[src/rtl/random_maze_generator_assert.svh]
// Assertion macros shared by the maze generator RTL
`ifndef RANDOM_MAZE_GENERATOR_ASSERT_SVH
`define RANDOM_MAZE_GENERATOR_ASSERT_SVH

// Same-cycle implication, checked out of reset
`define RMG_ASSERT_IMP(lbl, ante, cons) \
    lbl: assert property (@(posedge clk) disable iff (!rst_n) (ante) |-> (cons)) \
        else $error("maze generator assertion failed");

// Next-cycle implication
`define RMG_ASSERT_NXT(lbl, ante, cons) \
    lbl: assert property (@(posedge clk) disable iff (!rst_n) (ante) |=> (cons)) \
        else $error("maze generator assertion failed");

// Implication after a fixed number of cycles
`define RMG_ASSERT_DLY(lbl, ante, n, cons) \
    lbl: assert property (@(posedge clk) disable iff (!rst_n) (ante) |-> ##n (cons)) \
        else $error("maze generator assertion failed");

`endif

[src/rtl/rmg_pkg.sv]
// Types, codes and constants of the maze generator
package rmg_pkg;

    localparam int TILE_W    = 8;
    localparam int CFG_W     = 5;
    localparam int DIV_W     = 32;
    localparam int DIV_CNT_W = 6;

    localparam logic [CFG_W-1:0] CFG_RESET = 5'd5;
    localparam logic [31:0]      LFSR_MASK = 32'h8020_0003;
    localparam logic [31:0]      SEED_ZERO_SUB = 32'd1;

    localparam logic FUNC_GEN  = 1'b0;
    localparam logic FUNC_READ = 1'b1;

    localparam logic REG_ROWS = 1'b0;
    localparam logic REG_COLS = 1'b1;

    typedef enum logic [1:0] {
        CELL_FREE = 2'd0,
        CELL_CAND = 2'd1,
        CELL_MAZE = 2'd2
    } cell_state_t;

    typedef enum logic [1:0] {
        DIR_W = 2'd0,
        DIR_N = 2'd1,
        DIR_E = 2'd2,
        DIR_S = 2'd3
    } dir_t;

    typedef enum logic [1:0] {
        BRD_TOP    = 2'd0,
        BRD_RIGHT  = 2'd1,
        BRD_BOTTOM = 2'd2,
        BRD_LEFT   = 2'd3
    } border_t;

    typedef struct packed {
        cell_state_t st;
        logic        north;
        logic        west;
    } cell_word_t;

    typedef enum logic [4:0] {
        S_IDLE,
        S_RD_MEM,
        S_RD_EVAL,
        S_CLEAR,
        S_WALL,
        S_XDRAW,
        S_XWAIT,
        S_NB_RD,
        S_NB_CHK,
        S_LOOP,
        S_PWAIT,
        S_PREAD,
        S_TAKE,
        S_SH_RD,
        S_SH_WR,
        S_LDRAW,
        S_LRD,
        S_LCHK,
        S_LSELF,
        S_FIN,
        S_OUT
    } ctrl_state_t;

    typedef struct packed {
        logic accept;
        logic rd_issue;
        logic rd_eval;
        logic clr_write;
        logic draw_wall;
        logic start_xdiv;
        logic set_exit;
        logic nb_read;
        logic nb_add;
        logic nb_next;
        logic start_pdiv;
        logic cand_read;
        logic take;
        logic sh_read;
        logic sh_write;
        logic link_draw;
        logic link_read;
        logic link_nb_write;
        logic link_self;
        logic finish;
    } rmg_cmd_t;

    typedef struct packed {
        logic clr_last;
        logic div_busy;
        logic nb_in_grid;
        logic nb_last;
        logic cnt_zero;
        logic sh_done;
        logic link_in_grid;
        logic link_maze;
    } rmg_sts_t;

endpackage

[src/rtl/rmg_if.sv]
// Item and result channel interfaces
interface rmg_item_if;
    logic        valid;
    logic        ready;
    logic        func;
    logic [31:0] seed;
    logic [5:0]  tile_row;
    logic [5:0]  tile_col;

    modport source (output valid, func, seed, tile_row, tile_col, input ready);
    modport sink   (input valid, func, seed, tile_row, tile_col, output ready);
endinterface

interface rmg_result_if;
    logic       valid;
    logic       ready;
    logic       is_wall;
    logic [5:0] entry_row;
    logic [5:0] entry_col;
    logic [5:0] exit_row;
    logic [5:0] exit_col;

    modport source (output valid, is_wall, entry_row, entry_col, exit_row, exit_col,
                    input ready);
    modport sink   (input valid, is_wall, entry_row, entry_col, exit_row, exit_col,
                    output ready);
endinterface

[src/rtl/rmg_mod_unit.sv]
// Bit-serial remainder unit: 32-bit dividend modulo a narrow divisor
module rmg_mod_unit #(
    parameter int DVW = 9
) (
    input  logic           clk,
    input  logic           rst_n,
    input  logic           start,
    input  logic [31:0]    dividend,
    input  logic [DVW-1:0] divisor,
    output logic           busy,
    output logic [DVW-1:0] rem
);
    import rmg_pkg::*;

    logic [DIV_CNT_W-1:0] cnt_reg, cnt_next;
    logic [31:0]          dend_reg, dend_next;
    logic [DVW-1:0]       div_reg, div_next;
    logic [DVW-1:0]       rem_reg, rem_next;
    logic [DVW:0]         trial;

    // One quotient bit per cycle, restoring form
    always_comb
    begin
        cnt_next  = cnt_reg;
        dend_next = dend_reg;
        div_next  = div_reg;
        rem_next  = rem_reg;
        trial     = {rem_reg, dend_reg[31]};
        if (start)
        begin
            cnt_next  = DIV_CNT_W'(DIV_W);
            dend_next = dividend;
            div_next  = divisor;
            rem_next  = '0;
        end
        else if (cnt_reg != '0)
        begin
            cnt_next  = cnt_reg - 1'b1;
            dend_next = {dend_reg[30:0], 1'b0};
            if (trial >= {1'b0, div_reg})
                rem_next = DVW'(trial - {1'b0, div_reg});
            else
                rem_next = DVW'(trial);
        end
    end

    // Hold the step count
    always_ff @(posedge clk or negedge rst_n)
    begin
        if (!rst_n)
            cnt_reg <= '0;
        else
            cnt_reg <= cnt_next;
    end

    // Hold operands and partial remainder
    always_ff @(posedge clk)
    begin
        dend_reg <= dend_next;
        div_reg  <= div_next;
        rem_reg  <= rem_next;
    end

    assign busy = (cnt_reg != '0);
    assign rem  = rem_reg;

endmodule

[src/rtl/rmg_datapath.sv]
// Maze datapath: cell and candidate stores, random source, openings, tile reads
module rmg_datapath #(
    parameter int MAX_ROWS = 16,
    parameter int MAX_COLS = 16
) (
    input  logic                     clk,
    input  logic                     rst_n,
    input  logic [rmg_pkg::CFG_W-1:0] maze_rows,
    input  logic [rmg_pkg::CFG_W-1:0] maze_cols,
    input  logic                     func,
    input  logic [31:0]              seed,
    input  logic [5:0]               tile_row,
    input  logic [5:0]               tile_col,
    input  rmg_pkg::rmg_cmd_t        cmd,
    output rmg_pkg::rmg_sts_t        sts,
    output logic                     is_wall,
    output logic [5:0]               entry_row,
    output logic [5:0]               entry_col,
    output logic [5:0]               exit_row,
    output logic [5:0]               exit_col
);
    import rmg_pkg::*;

    localparam int RW    = (MAX_ROWS > 1) ? $clog2(MAX_ROWS) : 1;
    localparam int CW    = (MAX_COLS > 1) ? $clog2(MAX_COLS) : 1;
    localparam int CLW   = RW + CW;
    localparam int NCELL = MAX_ROWS * MAX_COLS;
    localparam int CAW   = (NCELL > 1) ? $clog2(NCELL) : 1;
    localparam int CNTW  = $clog2(NCELL + 1);
    localparam int SZRW  = $clog2(MAX_ROWS + 1);
    localparam int SZCW  = $clog2(MAX_COLS + 1);
    localparam int CELL_DEPTH = 1 << CLW;
    localparam logic [TILE_W-1:0] TR_LIM = TILE_W'(2 * MAX_ROWS + 1);
    localparam logic [TILE_W-1:0] TC_LIM = TILE_W'(2 * MAX_COLS + 1);

    // Neighbour of (r,c) in direction d: {in grid, row, col}
    function automatic logic [CLW:0] nb_of(input dir_t d, input logic [RW-1:0] r,
                                           input logic [CW-1:0] c,
                                           input logic [SZRW-1:0] nrows,
                                           input logic [SZCW-1:0] ncols);
        logic          ok;
        logic [RW-1:0] rr;
        logic [CW-1:0] cc;
        ok = 1'b0;
        rr = r;
        cc = c;
        case (d)
            DIR_W:
            begin
                ok = (c != '0);
                cc = c - 1'b1;
            end
            DIR_N:
            begin
                ok = (r != '0);
                rr = r - 1'b1;
            end
            DIR_E:
            begin
                ok = (TILE_W'(c) + TILE_W'(1) < TILE_W'(ncols));
                cc = c + 1'b1;
            end
            DIR_S:
            begin
                ok = (TILE_W'(r) + TILE_W'(1) < TILE_W'(nrows));
                rr = r + 1'b1;
            end
            default: ok = 1'b0;
        endcase
        return {ok, rr, cc};
    endfunction

    // Tile of the opening carved next to border cell (r,c): {row, col}
    function automatic logic [2*TILE_W-1:0] carve(input logic [RW-1:0] r,
                                                  input logic [CW-1:0] c,
                                                  input logic [SZRW-1:0] nrows,
                                                  input logic [SZCW-1:0] ncols);
        logic [TILE_W-1:0] tr;
        logic [TILE_W-1:0] tc;
        tr = (TILE_W'(r) << 1) | TILE_W'(1);
        tc = (TILE_W'(c) << 1) | TILE_W'(1);
        if (r == '0)
            tr = '0;
        else if (TILE_W'(r) + TILE_W'(1) == TILE_W'(nrows))
            tr = TILE_W'(nrows) << 1;
        else if (c == '0)
            tc = '0;
        else
            tc = TILE_W'(ncols) << 1;
        return {tr, tc};
    endfunction

    // Clamp a configured size into 1..max
    function automatic logic [TILE_W-1:0] clamp(input logic [CFG_W-1:0] v,
                                                input logic [TILE_W-1:0] hi);
        logic [TILE_W-1:0] res;
        res = TILE_W'(v);
        if (v == '0)
            res = TILE_W'(1);
        else if (TILE_W'(v) > hi)
            res = hi;
        return res;
    endfunction

    // Stores
    cell_word_t      cell_mem [CELL_DEPTH];
    logic [CLW-1:0]  cand_mem [NCELL];

    // Registers
    logic [5:0]        tr_reg, tc_reg;
    logic [31:0]       lfsr_reg;
    logic [SZRW-1:0]   cur_rows_reg;
    logic [SZCW-1:0]   cur_cols_reg;
    border_t           wall_reg;
    dir_t              d_reg;
    logic [RW-1:0]     cr_reg, xr_reg, er_reg;
    logic [CW-1:0]     cc_reg, xc_reg, ec_reg;
    logic [1:0]        nb_k_reg;
    logic [CNTW-1:0]   cnt_reg;
    logic [CLW-1:0]    clr_reg;
    logic [CAW-1:0]    sh_reg;
    logic [TILE_W-1:0] ent_r_reg, ent_c_reg, ext_r_reg, ext_c_reg;
    logic              gen_done_reg;
    logic              res_wall_reg;
    cell_word_t        cell_rdata_reg;
    logic [CLW-1:0]    cand_rdata_reg;

    // Combinational helpers
    logic [31:0]       lfsr_next;
    logic [CNTW-1:0]   div_rem;
    logic [CNTW-1:0]   div_divisor;
    logic              div_busy;
    dir_t              nb_dir;
    logic [CLW:0]      nb_res;
    logic [CLW:0]      link_res;
    logic [RW-1:0]     x_r;
    logic [CW-1:0]     x_c;
    logic              on_border;
    logic [TILE_W-1:0] trw, tcw, rh, ch;
    logic              rd_wall;
    logic [2*TILE_W-1:0] ent_tile, ext_tile;

    logic              cell_we, cell_re;
    logic [CLW-1:0]    cell_waddr, cell_raddr;
    cell_word_t        cell_wdata;
    logic              cand_we, cand_re;
    logic [CAW-1:0]    cand_waddr, cand_raddr;
    logic [CLW-1:0]    cand_wdata;

    // Advance the Galois LFSR one step
    assign lfsr_next = lfsr_reg[0] ? ((lfsr_reg >> 1) ^ LFSR_MASK) : (lfsr_reg >> 1);

    // Neighbour order of the growth step: up, down, left, right
    always_comb
    begin
        case (nb_k_reg)
            2'd0:    nb_dir = DIR_N;
            2'd1:    nb_dir = DIR_S;
            2'd2:    nb_dir = DIR_W;
            default: nb_dir = DIR_E;
        endcase
    end

    assign nb_res   = nb_of(nb_dir, cr_reg, cc_reg, cur_rows_reg, cur_cols_reg);
    assign link_res = nb_of(d_reg, cr_reg, cc_reg, cur_rows_reg, cur_cols_reg);

    // Pick the exit cell on the drawn border
    always_comb
    begin
        x_r = '0;
        x_c = '0;
        case (wall_reg)
            BRD_TOP:
            begin
                x_r = '0;
                x_c = CW'(div_rem);
            end
            BRD_RIGHT:
            begin
                x_c = CW'(cur_cols_reg - 1'b1);
                x_r = RW'(div_rem);
            end
            BRD_BOTTOM:
            begin
                x_r = RW'(cur_rows_reg - 1'b1);
                x_c = CW'(div_rem);
            end
            default:
            begin
                x_c = '0;
                x_r = RW'(div_rem);
            end
        endcase
    end

    assign on_border = (cr_reg == '0) || (cc_reg == '0)
                    || (TILE_W'(cr_reg) + TILE_W'(1) == TILE_W'(cur_rows_reg))
                    || (TILE_W'(cc_reg) + TILE_W'(1) == TILE_W'(cur_cols_reg));

    assign ent_tile = carve(er_reg, ec_reg, cur_rows_reg, cur_cols_reg);
    assign ext_tile = carve(xr_reg, xc_reg, cur_rows_reg, cur_cols_reg);

    // Tile read: decode the tile against the cell word read for it
    assign trw = TILE_W'(tr_reg);
    assign tcw = TILE_W'(tc_reg);
    assign rh  = trw >> 1;
    assign ch  = tcw >> 1;

    always_comb
    begin
        rd_wall = 1'b1;
        if (trw < TR_LIM && tcw < TC_LIM && gen_done_reg)
        begin
            if ((trw == ent_r_reg && tcw == ent_c_reg) ||
                (trw == ext_r_reg && tcw == ext_c_reg))
                rd_wall = 1'b0;
            else
            begin
                case ({trw[0], tcw[0]})
                    2'b11: rd_wall = !(rh < TILE_W'(cur_rows_reg) &&
                                       ch < TILE_W'(cur_cols_reg));
                    2'b10: rd_wall = !(rh < TILE_W'(cur_rows_reg) && ch != '0 &&
                                       ch < TILE_W'(cur_cols_reg) && cell_rdata_reg.west);
                    2'b01: rd_wall = !(rh != '0 && rh < TILE_W'(cur_rows_reg) &&
                                       ch < TILE_W'(cur_cols_reg) && cell_rdata_reg.north);
                    default: rd_wall = 1'b1;
                endcase
            end
        end
    end

    // Steer the cell store ports
    always_comb
    begin
        cell_we    = 1'b0;
        cell_waddr = '0;
        cell_wdata = '0;
        cell_re    = 1'b0;
        cell_raddr = '0;
        if (cmd.clr_write)
        begin
            cell_we    = 1'b1;
            cell_waddr = clr_reg;
        end
        else if (cmd.set_exit)
        begin
            cell_we    = 1'b1;
            cell_waddr = {x_r, x_c};
            cell_wdata = '{st: CELL_MAZE, north: 1'b0, west: 1'b0};
        end
        else if (cmd.nb_add)
        begin
            cell_we    = (cell_rdata_reg.st == CELL_FREE);
            cell_waddr = nb_res[CLW-1:0];
            cell_wdata = '{st: CELL_CAND, north: cell_rdata_reg.north,
                           west: cell_rdata_reg.west};
        end
        else if (cmd.link_nb_write)
        begin
            cell_we    = (d_reg == DIR_E) || (d_reg == DIR_S);
            cell_waddr = link_res[CLW-1:0];
            cell_wdata = '{st: cell_rdata_reg.st,
                           north: cell_rdata_reg.north || (d_reg == DIR_S),
                           west: cell_rdata_reg.west || (d_reg == DIR_E)};
        end
        else if (cmd.link_self)
        begin
            cell_we    = 1'b1;
            cell_waddr = {cr_reg, cc_reg};
            cell_wdata = '{st: CELL_MAZE, north: (d_reg == DIR_N), west: (d_reg == DIR_W)};
        end

        if (cmd.rd_issue)
        begin
            cell_re    = 1'b1;
            cell_raddr = {rh[RW-1:0], ch[CW-1:0]};
        end
        else if (cmd.nb_read)
        begin
            cell_re    = 1'b1;
            cell_raddr = nb_res[CLW-1:0];
        end
        else if (cmd.link_read)
        begin
            cell_re    = 1'b1;
            cell_raddr = link_res[CLW-1:0];
        end
    end

    // Steer the candidate list ports
    always_comb
    begin
        cand_we    = 1'b0;
        cand_waddr = '0;
        cand_wdata = '0;
        cand_re    = 1'b0;
        cand_raddr = '0;
        if (cmd.nb_add)
        begin
            cand_we    = (cell_rdata_reg.st == CELL_FREE);
            cand_waddr = CAW'(cnt_reg);
            cand_wdata = nb_res[CLW-1:0];
        end
        else if (cmd.sh_write)
        begin
            cand_we    = 1'b1;
            cand_waddr = sh_reg;
            cand_wdata = cand_rdata_reg;
        end

        if (cmd.cand_read)
        begin
            cand_re    = 1'b1;
            cand_raddr = CAW'(div_rem);
        end
        else if (cmd.sh_read)
        begin
            cand_re    = 1'b1;
            cand_raddr = CAW'(sh_reg + 1'b1);
        end
    end

    // Cell store
    always_ff @(posedge clk)
    begin
        if (cell_we)
            cell_mem[cell_waddr] <= cell_wdata;
        if (cell_re)
            cell_rdata_reg <= cell_mem[cell_raddr];
    end

    // Candidate list store
    always_ff @(posedge clk)
    begin
        if (cand_we)
            cand_mem[cand_waddr] <= cand_wdata;
        if (cand_re)
            cand_rdata_reg <= cand_mem[cand_raddr];
    end

    // Random source, list count, openings
    always_ff @(posedge clk or negedge rst_n)
    begin
        if (!rst_n)
        begin
            lfsr_reg     <= 32'd1;
            cnt_reg      <= '0;
            ent_r_reg    <= '0;
            ent_c_reg    <= '0;
            ext_r_reg    <= '0;
            ext_c_reg    <= '0;
            gen_done_reg <= 1'b0;
        end
        else
        begin
            if (cmd.accept && func == FUNC_GEN)
            begin
                lfsr_reg <= (seed == '0) ? SEED_ZERO_SUB : seed;
                cnt_reg  <= '0;
            end
            else if (cmd.draw_wall || cmd.start_xdiv || cmd.start_pdiv || cmd.link_draw)
                lfsr_reg <= lfsr_next;

            if (cmd.nb_add && cell_rdata_reg.st == CELL_FREE)
                cnt_reg <= cnt_reg + 1'b1;
            else if (cmd.take)
                cnt_reg <= cnt_reg - 1'b1;

            if (cmd.finish)
            begin
                ent_r_reg    <= ent_tile[2*TILE_W-1:TILE_W];
                ent_c_reg    <= ent_tile[TILE_W-1:0];
                ext_r_reg    <= ext_tile[2*TILE_W-1:TILE_W];
                ext_c_reg    <= ext_tile[TILE_W-1:0];
                gen_done_reg <= 1'b1;
            end
        end
    end

    // Working registers of the current item
    always_ff @(posedge clk)
    begin
        if (cmd.accept)
        begin
            tr_reg   <= tile_row;
            tc_reg   <= tile_col;
            clr_reg  <= '0;
            if (func == FUNC_GEN)
            begin
                cur_rows_reg <= SZRW'(clamp(maze_rows, TILE_W'(MAX_ROWS)));
                cur_cols_reg <= SZCW'(clamp(maze_cols, TILE_W'(MAX_COLS)));
            end
        end
        if (cmd.clr_write)
            clr_reg <= clr_reg + 1'b1;
        if (cmd.draw_wall)
            wall_reg <= border_t'(lfsr_next[1:0]);
        if (cmd.link_draw)
            d_reg <= dir_t'(lfsr_next[1:0]);
        if (cmd.set_exit)
        begin
            cr_reg   <= x_r;
            cc_reg   <= x_c;
            xr_reg   <= x_r;
            xc_reg   <= x_c;
            er_reg   <= x_r;
            ec_reg   <= x_c;
            nb_k_reg <= '0;
        end
        if (cmd.nb_next)
            nb_k_reg <= nb_k_reg + 1'b1;
        if (cmd.take)
        begin
            cr_reg <= cand_rdata_reg[CLW-1:CW];
            cc_reg <= cand_rdata_reg[CW-1:0];
            sh_reg <= CAW'(div_rem);
        end
        if (cmd.sh_write)
            sh_reg <= sh_reg + 1'b1;
        if (cmd.link_self)
        begin
            nb_k_reg <= '0;
            if (on_border)
            begin
                er_reg <= cr_reg;
                ec_reg <= cc_reg;
            end
        end
        if (cmd.rd_eval)
            res_wall_reg <= rd_wall;
        else if (cmd.finish)
            res_wall_reg <= 1'b0;
    end

    // Shared remainder unit for border and list picks
    assign div_divisor = cmd.start_pdiv ? cnt_reg
                       : ((wall_reg == BRD_TOP || wall_reg == BRD_BOTTOM)
                          ? CNTW'(cur_cols_reg) : CNTW'(cur_rows_reg));

    rmg_mod_unit #(
        .DVW (CNTW)
    ) u_mod (
        .clk      (clk),
        .rst_n    (rst_n),
        .start    (cmd.start_xdiv || cmd.start_pdiv),
        .dividend (lfsr_next),
        .divisor  (div_divisor),
        .busy     (div_busy),
        .rem      (div_rem)
    );

    // Status back to the controller
    assign sts.clr_last     = (clr_reg == '1);
    assign sts.div_busy     = div_busy;
    assign sts.nb_in_grid   = nb_res[CLW];
    assign sts.nb_last      = (nb_k_reg == 2'd3);
    assign sts.cnt_zero     = (cnt_reg == '0);
    assign sts.sh_done      = (CNTW'(sh_reg) + CNTW'(1) >= cnt_reg + CNTW'(1))
                              && (CNTW'(sh_reg) >= cnt_reg);
    assign sts.link_in_grid = link_res[CLW];
    assign sts.link_maze    = (cell_rdata_reg.st == CELL_MAZE);

    // Result beat payload
    assign is_wall   = res_wall_reg;
    assign entry_row = ent_r_reg[5:0];
    assign entry_col = ent_c_reg[5:0];
    assign exit_row  = ext_r_reg[5:0];
    assign exit_col  = ext_c_reg[5:0];

endmodule

[src/rtl/rmg_ctrl.sv]
// Maze controller: sequences reads and the randomized Prim growth
module rmg_ctrl (
    input  logic               clk,
    input  logic               rst_n,
    input  logic               item_valid,
    input  logic               item_func,
    output logic               item_ready,
    output logic               result_valid,
    input  logic               result_ready,
    output rmg_pkg::rmg_cmd_t  cmd,
    input  rmg_pkg::rmg_sts_t  sts
);
    import rmg_pkg::*;

    ctrl_state_t state_reg, state_next;

    // State register
    always_ff @(posedge clk or negedge rst_n)
    begin
        if (!rst_n)
            state_reg <= S_IDLE;
        else
            state_reg <= state_next;
    end

    // Next state and commands
    always_comb
    begin
        state_next = state_reg;
        cmd        = '0;
        unique case (state_reg)
            S_IDLE:
            begin
                if (item_valid)
                begin
                    cmd.accept = 1'b1;
                    state_next = (item_func == FUNC_READ) ? S_RD_MEM : S_CLEAR;
                end
            end
            S_RD_MEM:
            begin
                cmd.rd_issue = 1'b1;
                state_next   = S_RD_EVAL;
            end
            S_RD_EVAL:
            begin
                cmd.rd_eval = 1'b1;
                state_next  = S_OUT;
            end
            S_CLEAR:
            begin
                cmd.clr_write = 1'b1;
                if (sts.clr_last)
                    state_next = S_WALL;
            end
            S_WALL:
            begin
                cmd.draw_wall = 1'b1;
                state_next    = S_XDRAW;
            end
            S_XDRAW:
            begin
                cmd.start_xdiv = 1'b1;
                state_next     = S_XWAIT;
            end
            S_XWAIT:
            begin
                if (!sts.div_busy)
                begin
                    cmd.set_exit = 1'b1;
                    state_next   = S_NB_RD;
                end
            end
            S_NB_RD:
            begin
                if (sts.nb_in_grid)
                begin
                    cmd.nb_read = 1'b1;
                    state_next  = S_NB_CHK;
                end
                else if (sts.nb_last)
                    state_next = S_LOOP;
                else
                    cmd.nb_next = 1'b1;
            end
            S_NB_CHK:
            begin
                cmd.nb_add = 1'b1;
                if (sts.nb_last)
                    state_next = S_LOOP;
                else
                begin
                    cmd.nb_next = 1'b1;
                    state_next  = S_NB_RD;
                end
            end
            S_LOOP:
            begin
                if (sts.cnt_zero)
                    state_next = S_FIN;
                else
                begin
                    cmd.start_pdiv = 1'b1;
                    state_next     = S_PWAIT;
                end
            end
            S_PWAIT:
            begin
                if (!sts.div_busy)
                    state_next = S_PREAD;
            end
            S_PREAD:
            begin
                cmd.cand_read = 1'b1;
                state_next    = S_TAKE;
            end
            S_TAKE:
            begin
                cmd.take   = 1'b1;
                state_next = S_SH_RD;
            end
            S_SH_RD:
            begin
                if (sts.sh_done)
                    state_next = S_LDRAW;
                else
                begin
                    cmd.sh_read = 1'b1;
                    state_next  = S_SH_WR;
                end
            end
            S_SH_WR:
            begin
                cmd.sh_write = 1'b1;
                state_next   = S_SH_RD;
            end
            S_LDRAW:
            begin
                cmd.link_draw = 1'b1;
                state_next    = S_LRD;
            end
            S_LRD:
            begin
                if (sts.link_in_grid)
                begin
                    cmd.link_read = 1'b1;
                    state_next    = S_LCHK;
                end
                else
                    state_next = S_LDRAW;
            end
            S_LCHK:
            begin
                if (sts.link_maze)
                begin
                    cmd.link_nb_write = 1'b1;
                    state_next        = S_LSELF;
                end
                else
                    state_next = S_LDRAW;
            end
            S_LSELF:
            begin
                cmd.link_self = 1'b1;
                state_next    = S_NB_RD;
            end
            S_FIN:
            begin
                cmd.finish = 1'b1;
                state_next = S_OUT;
            end
            S_OUT:
            begin
                if (result_ready)
                    state_next = S_IDLE;
            end
            default: state_next = S_IDLE;
        endcase
    end

    assign item_ready   = (state_reg == S_IDLE);
    assign result_valid = (state_reg == S_OUT);

endmodule

[src/rtl/random_maze_generator.sv]
// Random maze generator top level: configuration port, channels, controller and datapath
// Builds a maze of maze_rows by maze_cols cells (clamped to 1..MAX_ROWS/MAX_COLS) with
// randomized Prim growth from a 32-bit LFSR seeded by a generate beat, then answers tile
// reads. One item is in work at a time and each item gives one result beat. A read's result
// beat is valid once one cell store read and one decode have been registered. A generate
// first sweeps the cell store, one entry a cycle, over 2**(clog2(MAX_ROWS) + clog2(MAX_COLS))
// entries (256 at the defaults), then for each added cell starts and waits on the
// bit-serial remainder unit that picks a list position, reads and takes the entry, moves
// the later list entries down to close the gap, draws neighbours until one in the maze is
// found to link to, and checks each neighbour for the list; run time is set mostly by the
// remainder unit and the list compaction.
`include "random_maze_generator_assert.svh"

module random_maze_generator #(
    parameter int MAX_ROWS = 16,
    parameter int MAX_COLS = 16
) (
    input  logic         clk,
    input  logic         rst_n,
    rmg_item_if.sink     item,
    rmg_result_if.source result,
    input  logic         psel,
    input  logic         penable,
    input  logic         pwrite,
    input  logic [2:0]   paddr,
    input  logic [31:0]  pwdata,
    output logic [31:0]  prdata,
    output logic         pready
);
    import rmg_pkg::*;

    logic [CFG_W-1:0] maze_rows_reg;
    logic [CFG_W-1:0] maze_cols_reg;
    logic             cfg_write;
    rmg_cmd_t         cmd;
    rmg_sts_t         sts;

    // Register writes land on the access beat
    assign pready    = 1'b1;
    assign cfg_write = psel && penable && pwrite && pready;

    always_ff @(posedge clk or negedge rst_n)
    begin
        if (!rst_n)
        begin
            maze_rows_reg <= CFG_RESET;
            maze_cols_reg <= CFG_RESET;
        end
        else if (cfg_write)
        begin
            unique case (paddr[2])
                REG_ROWS: maze_rows_reg <= pwdata[CFG_W-1:0];
                REG_COLS: maze_cols_reg <= pwdata[CFG_W-1:0];
                default: ;
            endcase
        end
    end

    // Read back the addressed register
    always_comb
    begin
        unique case (paddr[2])
            REG_ROWS: prdata = 32'(maze_rows_reg);
            REG_COLS: prdata = 32'(maze_cols_reg);
            default:  prdata = '0;
        endcase
    end

    rmg_ctrl u_ctrl (
        .clk          (clk),
        .rst_n        (rst_n),
        .item_valid   (item.valid),
        .item_func    (item.func),
        .item_ready   (item.ready),
        .result_valid (result.valid),
        .result_ready (result.ready),
        .cmd          (cmd),
        .sts          (sts)
    );

    rmg_datapath #(
        .MAX_ROWS (MAX_ROWS),
        .MAX_COLS (MAX_COLS)
    ) u_dp (
        .clk       (clk),
        .rst_n     (rst_n),
        .maze_rows (maze_rows_reg),
        .maze_cols (maze_cols_reg),
        .func      (item.func),
        .seed      (item.seed),
        .tile_row  (item.tile_row),
        .tile_col  (item.tile_col),
        .cmd       (cmd),
        .sts       (sts),
        .is_wall   (result.is_wall),
        .entry_row (result.entry_row),
        .entry_col (result.entry_col),
        .exit_row  (result.exit_row),
        .exit_col  (result.exit_col)
    );

    // A read beat is answered after the cell store read and decode states
    `RMG_ASSERT_DLY(a_read_latency, item.valid && item.ready && item.func == FUNC_READ, 3, result.valid)
    // No new item is taken while a result beat waits
    `RMG_ASSERT_IMP(a_one_in_flight, result.valid, !item.ready)
    // Each item yields exactly one result beat
    `RMG_ASSERT_NXT(a_single_beat, result.valid && result.ready, !result.valid)

endmodule
[src/flat_wrapper.sv]
// flat-port wrapper written by rule: the top's interface ports become plain ports
module random_maze_generator_flat import rmg_pkg::*;
#(
    parameter int MAX_ROWS = 16,
    parameter int MAX_COLS = 16
)
  (clk, rst_n, psel, penable, pwrite, paddr, pwdata, prdata, pready, item_valid, item_func, item_seed, item_tile_row, item_tile_col, item_ready, result_valid, result_is_wall, result_entry_row, result_entry_col, result_exit_row, result_exit_col, result_ready);
  rmg_item_if item_i ();
  rmg_result_if result_i ();
  input  logic clk;
  input  logic rst_n;
  input  logic psel;
  input  logic penable;
  input  logic pwrite;
  input  logic [2:0] paddr;
  input  logic [31:0] pwdata;
  output logic [31:0] prdata;
  output logic pready;
  input wire logic [$bits(item_i.valid)-1:0] item_valid;
  input wire logic [$bits(item_i.func)-1:0] item_func;
  input wire logic [$bits(item_i.seed)-1:0] item_seed;
  input wire logic [$bits(item_i.tile_row)-1:0] item_tile_row;
  input wire logic [$bits(item_i.tile_col)-1:0] item_tile_col;
  output wire logic [$bits(item_i.ready)-1:0] item_ready;
  output wire logic [$bits(result_i.valid)-1:0] result_valid;
  output wire logic [$bits(result_i.is_wall)-1:0] result_is_wall;
  output wire logic [$bits(result_i.entry_row)-1:0] result_entry_row;
  output wire logic [$bits(result_i.entry_col)-1:0] result_entry_col;
  output wire logic [$bits(result_i.exit_row)-1:0] result_exit_row;
  output wire logic [$bits(result_i.exit_col)-1:0] result_exit_col;
  input wire logic [$bits(result_i.ready)-1:0] result_ready;
  assign item_i.valid = item_valid;
  assign item_i.func = item_func;
  assign item_i.seed = item_seed;
  assign item_i.tile_row = item_tile_row;
  assign item_i.tile_col = item_tile_col;
  assign item_ready = item_i.ready;
  assign result_valid = result_i.valid;
  assign result_is_wall = result_i.is_wall;
  assign result_entry_row = result_i.entry_row;
  assign result_entry_col = result_i.entry_col;
  assign result_exit_row = result_i.exit_row;
  assign result_exit_col = result_i.exit_col;
  assign result_i.ready = result_ready;
  random_maze_generator #(.MAX_ROWS(MAX_ROWS), .MAX_COLS(MAX_COLS)) u_core (.clk(clk), .rst_n(rst_n), .item(item_i), .result(result_i), .psel(psel), .penable(penable), .pwrite(pwrite), .paddr(paddr), .pwdata(pwdata), .prdata(prdata), .pready(pready));
endmodule
[config.mk]
export PLATFORM = sky130hd
export DESIGN_NAME = random_maze_generator_flat
export DESIGN_NICKNAME = d
export VERILOG_FILES = /design/src/rtl/rmg_pkg.sv /design/src/rtl/rmg_if.sv /design/src/rtl/rmg_mod_unit.sv /design/src/rtl/rmg_datapath.sv /design/src/rtl/rmg_ctrl.sv /design/src/rtl/random_maze_generator.sv /design/src/flat_wrapper.sv
export VERILOG_INCLUDE_DIRS = /design/src /design/src/rtl
export SDC_FILE = /design/constraint.sdc
export NUM_CORES = 2
export LEC_CHECK = 0
export ABC_CLOCK_PERIOD_IN_PS = 22400
export BUFFER_PORTS_ARGS = -buffer_cell sky130_fd_sc_hd__buf_2
export CAP_MARGIN = 20
export CORE_ASPECT_RATIO = 1.75
export CORE_UTILIZATION = 45
export CTS_CLUSTER_DIAMETER = 30
export CTS_CLUSTER_SIZE = 40
export DETAILED_ROUTE_END_ITERATION = 16
export RECOVER_POWER = 25
export SYNTH_ARGS = -nofsm -noshare
export SYNTH_HDL_FRONTEND = slang
export SYNTH_HIERARCHICAL = 1
export SYNTH_SLANG_ARGS = --single-unit
[constraint.sdc]
create_clock -name clk -period 22.4 [get_ports clk]
set_clock_uncertainty 0.1 [all_clocks]
set_input_delay 2.24 -clock clk [delete_from_list [all_inputs] [get_ports clk]]
set_output_delay 2.24 -clock clk [all_outputs]
set_load 0.005 [all_outputs]
Word level (Yosys, flattened, before mapping)
Memory sizes are Yosys's and may differ from the RTL's. A register that Yosys moved wholly into a read port is not among the register bits.
Index checks and enable logic that the tools add are counted.
- memories: 2
- ROM bits: 0
- bits in registers: 214
- logic and storage cells: 320
- input port bits: 87
- bits in latches: 0
- memory bits (writable): 3072
- output and inout port bits: 60
- reductions and logical operators: 69
- div/mod/pow operators: 0
- magnitude comparators: 11
- bitwise gates (word level): 3
- multiply operators: 0
- muxes and demuxes: 135
- eq/ne operators: 50
- shifts and indexed selects: 0
- add/sub/neg operators: 18
- memory list (memory ; words ; bits a word ; rd ports ; clocked after memory_dff ; wr ports ; line ; source):
    u_core.u_dp.cand_mem ; 256 ; 8 ; 1 ; 1 ; 1 ; rmg_datapath.sv:107 ; logic [CLW-1:0] cand_mem [NCELL];
    u_core.u_dp.cell_mem ; 256 ; 4 ; 1 ; 1 ; 1 ; rmg_datapath.sv:106 ; cell_word_t cell_mem [CELL_DEPTH];
- operators with widths (kind ; number):
    $mux W32 ; 6
    $mux W8 ; 18
    $pmux W5 S19 ; 1
    $mux W6 ; 12
    $mux W5 ; 13
    $mux W4 ; 16
    $pmux W32 S2 ; 1
    $mux W1 ; 49
    $pmux W4 S2 ; 6
    $mux W9 ; 5
    $eq A5 B4 Y1 const B ; 8
    $eq A6 B8 Y1 ; 4
    $logic_not A32 Y1 ; 1
    $eq A5 B5 Y1 const B ; 5
    $logic_not A4 Y1 ; 6
    $add A4 B1 Y5 const B ; 4
    $eq A2 B2 Y1 const B ; 10
    $eq A5 B3 Y1 const B ; 4
    $eq A5 B5 Y1 ; 4
    $lt A5 B5 Y1 ; 4
    $add A8 B1 Y8 const B ; 2
    $logic_and A1 B1 Y1 ; 16
    $reduce_bool A8 Y1 ; 2
    $sub A4 B1 Y4 const B ; 4
    38 further kinds ; 85

Logic depth before layout (Yosys ltp)
- depth after elaboration: 9
- depth in mapped cells: 27
- depth with buffers taken out: 24

Hierarchy
The synthesis kept the hierarchy.
- by module, submodules not included (module ; area an instance (um2) ; seq. area each (um2) ; times used ; cells an instance):
    rmg_datapath ; 131876.5 ; 96233.5 ; 1 ; 8283
    rmg_mod_unit ; 2832.7 ; 1561.5 ; 1 ; 223
    rmg_ctrl ; 768.2 ; 125.1 ; 1 ; 110
    random_maze_generator ; 689.4 ; 255.2 ; 1 ; 58

Worst setup path before layout
OpenSTA, ideal clock, no wires.
- kind: register -> register
- from: register u_core.u_dp.u_mod.cnt_reg[0]
- to: memory u_core/u_dp/cell_mem[0][2] (netlist bit), data pin
- library setup time: 2096 ps
- path buffers: 5
- data required time: 20204 ps
- period minus slack after synthesis: 14043 ps
- slack: 8357 ps
- data arrival time: 11847 ps
- stages on the path, launching flop included: 13
- path through: dfrtp_1 > inv_1 > ha_1 > nand2b_1 > nor4_2 > inv_1 > clkbuf_1 > buf_4 > nor4_1 > clkbuf_1 > clkbuf_1 > clkbuf_1 > nor3_1
- RTL lines (item ; line ; source):
    start, declared ; rmg_mod_unit.sv:15 ; logic [DIV_CNT_W-1:0] cnt_reg, cnt_next;
    start signal, assigned ; rmg_mod_unit.sv:53 ; cnt_reg <= cnt_next;
    end, declared ; rmg_datapath.sv:106 ;

==> impl_metrics.ini <==
[place]
io_buffers = 89
gp_congestion = 0.926
place_area_sq_mm = 0.141
dp_slack_ps = 13230
dpl.hpwl_mm = 240

[yosys]
seq_area_frac_synth = 0.721
yosys.area.top_type = edfxtp_1
synth_warnings = 6
syn_area_per_cell_sq_um = 15.7
ys_ff_latch = 3290
synthArstFlopShare = 0.0264
syn_area_sq_mm = 0.136
ys.flop_type = edfxtp_1
synth-edff-count = 3184
synthCells = 8674
synthDistinctLibCells = 101
synthDominantCellAreaShare = 0.702
synthTopCellsByArea = edfxtp_1, mux4_2, nand2_1, nor2_1, dfrtp_1

[global_routing]
antenna_found_initial = 15
grt_pass1_vias = 81700
grt_pass1_wl_mm = 560
grt_max_degree = 172
grtUsageTotal = 0.251
gr-total-overflow = 0

[cells_and_area]
top_register = u_core/u_dp/cand_mem
largest_reg_flops = 2048
area_growth_pct = 14.3
largestRegisters = u_core/u_dp/cand_mem (2048), u_core/u_dp/cell_mem (1024)
finalNetCount = 8939
final_layout_size_suffix_gt1_frac = 0.178
final_area_sq_mm = 0.156

[cts]
cts_num_sinks = 3290
cts_tree = yes
ctsHtreeMaxLevel = 5
cts_buffers = 435
cts_hold_buf = 0
cts.root.buffer_cell = clkbuf_16
cts-resized-gates = 0
clk_latency_ps = 920
path_clk_slew_ps = 60
cts_buffer_depth = 4
post-cts-setup-buffers = 0

[timing]
max_slew_margin = -4.29
grt_setup_unrepaired = no
timing.final.crit_period_ps = 10650
worst_pin_slew_ps = 7940
finalSetupTns_ps = 0
holdWs_ps = 397
fin_ws_ps = 11750
clock.fmax_mhz = 93.9
finalSetupViolCount = 0
finalHoldViolations = 0
drv_slew = 1683
fin_crit_sh = 0.476

[hold_path]
min_to = u_core/u_dp/gen_done_reg
hold_path_depth = 1
min_path_type = register to register
hp-start = u_core/u_dp/gen_done_reg

[die]
die_x_um = 418
die_area_sq_mm = 0.305
start_util = 0.453
rows = 266
die_h_um = 730
ios = 147
coreArea_sq_mm = 0.301

[worst_setup_path]
path_class = register to register
regToRegEndpoint = u_core/u_dp/cand_mem[96][1]
worstReg2RegStart = u_core/u_ctrl/state_reg[2]
crit_required_ps = 22890
cpMaxStageDelayCell = a22o_1
r2r_cells = 9
critPathBufInv = 5
critPathMostFrequentCell = clkbuf_1
path_delay_family = buffers and inverters
cp_data_arrival_time_ps = 11140
endpoint_kind = register
cp_cell_sequence = nand3b_1, nor2_1, clkbuf_1, nor2b_1, clkbuf_1, a22o_1, clkbuf_1, clkbuf_1, buf_4
cp-start-kind = register
startpoint = u_core/u_ctrl/state_reg[2]
critPathMaxFanout = 88
r2r_slack_ps = 11750
max_stage_delay_ps = 2600

[power_and_ir_drop]
power_leakage_nw = 51.0
p_per_area_mw_per_mm2 = 108
irDropWorstVdd_mv = 0.0658
total_power_mw = 16.8

[detailed_routing]
drtIter0Drc = 7544
totalWireLength_mm = 386
route.detailed.drc = 0
drtAntennaViolNets = 0
vias_per_cell = 5.99
vias = 79100
wl_per_cell_um = 29.2
dr.pass1.iters = 6

[run_status]
violations = capacitance limit, slew limit
outcome = finished, violations left

[run]
drv_cap = 23
==> Yosys cell counts (29+ instances only) <==
cell type	count
nor2b_1	35
a21oi_1	231
buf_1	110
mux2_2	64
mux4_2	513
nand4_1	52
and2_1	155
clkbuf_1	339
nor2_1	687
edfxtp_1	3184
inv_1	80
a22oi_1	37
buf_4	34
nor3_1	45
mux2i_1	77
a311oi_1	90
a211oi_1	270
nand2_1	1083
nand3_1	284
buf_2	131
a31oi_1	173
nor4_1	29
o21ai_0	137
ha_1	70
xnor2_1	62
nand2b_1	34
and3_1	136
dfrtp_1	82
==> routing by layer <==
layer / share of wire / GRT usage / vias to the layer above / routed length, um
li1: - / - / 34100 / -
met1: 0.33 / 0.270 / 40700 / 129000
met2: 0.53 / 0.456 / 3216 / 205000
met3: 0.057 / 0.0341 / 979 / 21800
met4: 0.078 / 0.171 / 8 / 30100
met5: 0.00014 / 0 / - / 55
==> kinds of logic after synthesis <==
group                    after synthesis  share of synthesized area
AO/OA/AOI/OAI                       1228                     0.0623
XOR/XNOR                              80                    0.00515
adder cells (fa/ha/maj)               71                    0.00658
buffers and inverters                703                     0.0218
flip-flops                          3290                      0.721
multiplexers                         654                     0.0958
other                                  2                  0.0000552
AND/OR/NAND/NOR                     2646                     0.0874
==> where the power goes <==
part           internal, mW  total, mW  switching, mW  leakage [nW]
sequential             7.03       7.21          0.181          30.7
clock                  4.20       7.03           2.83          7.13
combinational         0.770       2.59           1.82          13.2
total                  12.0       16.8           4.83          51.0
==> per-stage QoR <==
step / utilization / cells
after floorplan: - / 8700
after global placement: 0.469 / 12400
after detailed placement: 0.469 / 12400
after CTS: 0.519 / 13200
after global routing: 0.518 / 13200
final: 0.518 / 13200
==> cell usage in the layout (no fill, tap or decap), types with 81 or more instances in the layout <==
master     count
nor2_1       681
dfrtp_1       82
a31oi_1      173
and2_1       145
nand2_1     1068
mux4_2       513
nand3_1      276
clkbuf_1      93
inv_1         81
a21oi_1      230
and3_1       136
edfxtp_1    3184
clkbuf_16    439
buf_4        124
o21ai_0      138
a311oi_1      90
a211oi_1     264
==> worst max path at each step <==
stage | cells past startpoint | endpoint | slack (ps)
CTS | 26 | u_core/u_dp/cand_rdata_reg[1] | 13210
detailed placement | 26 | u_core/u_dp/cand_rdata_reg[1] | 13230
finish | 9 | u_core/u_dp/cand_mem[96][1] | 11750
global route | 9 | u_core/u_dp/cand_mem[140][1] | 10960
floorplan | 12 | u_core/u_dp/cell_mem[0][2] | 8360
global placement | 26 | u_core/u_dp/cand_rdata_reg[7] | 13220
==> layout make-up <==
type	instances	area, sq um
fillers	24400	145000
flip-flops and latches	3290	98200
multi-input cells	4707	35400
clock buffers	472	11100
well taps	4020	5030
clock inverters	339	3790
repair buffers	263	1840
inverters	84	315
diodes	15	37.5
(Power assumes the default switching activity.)
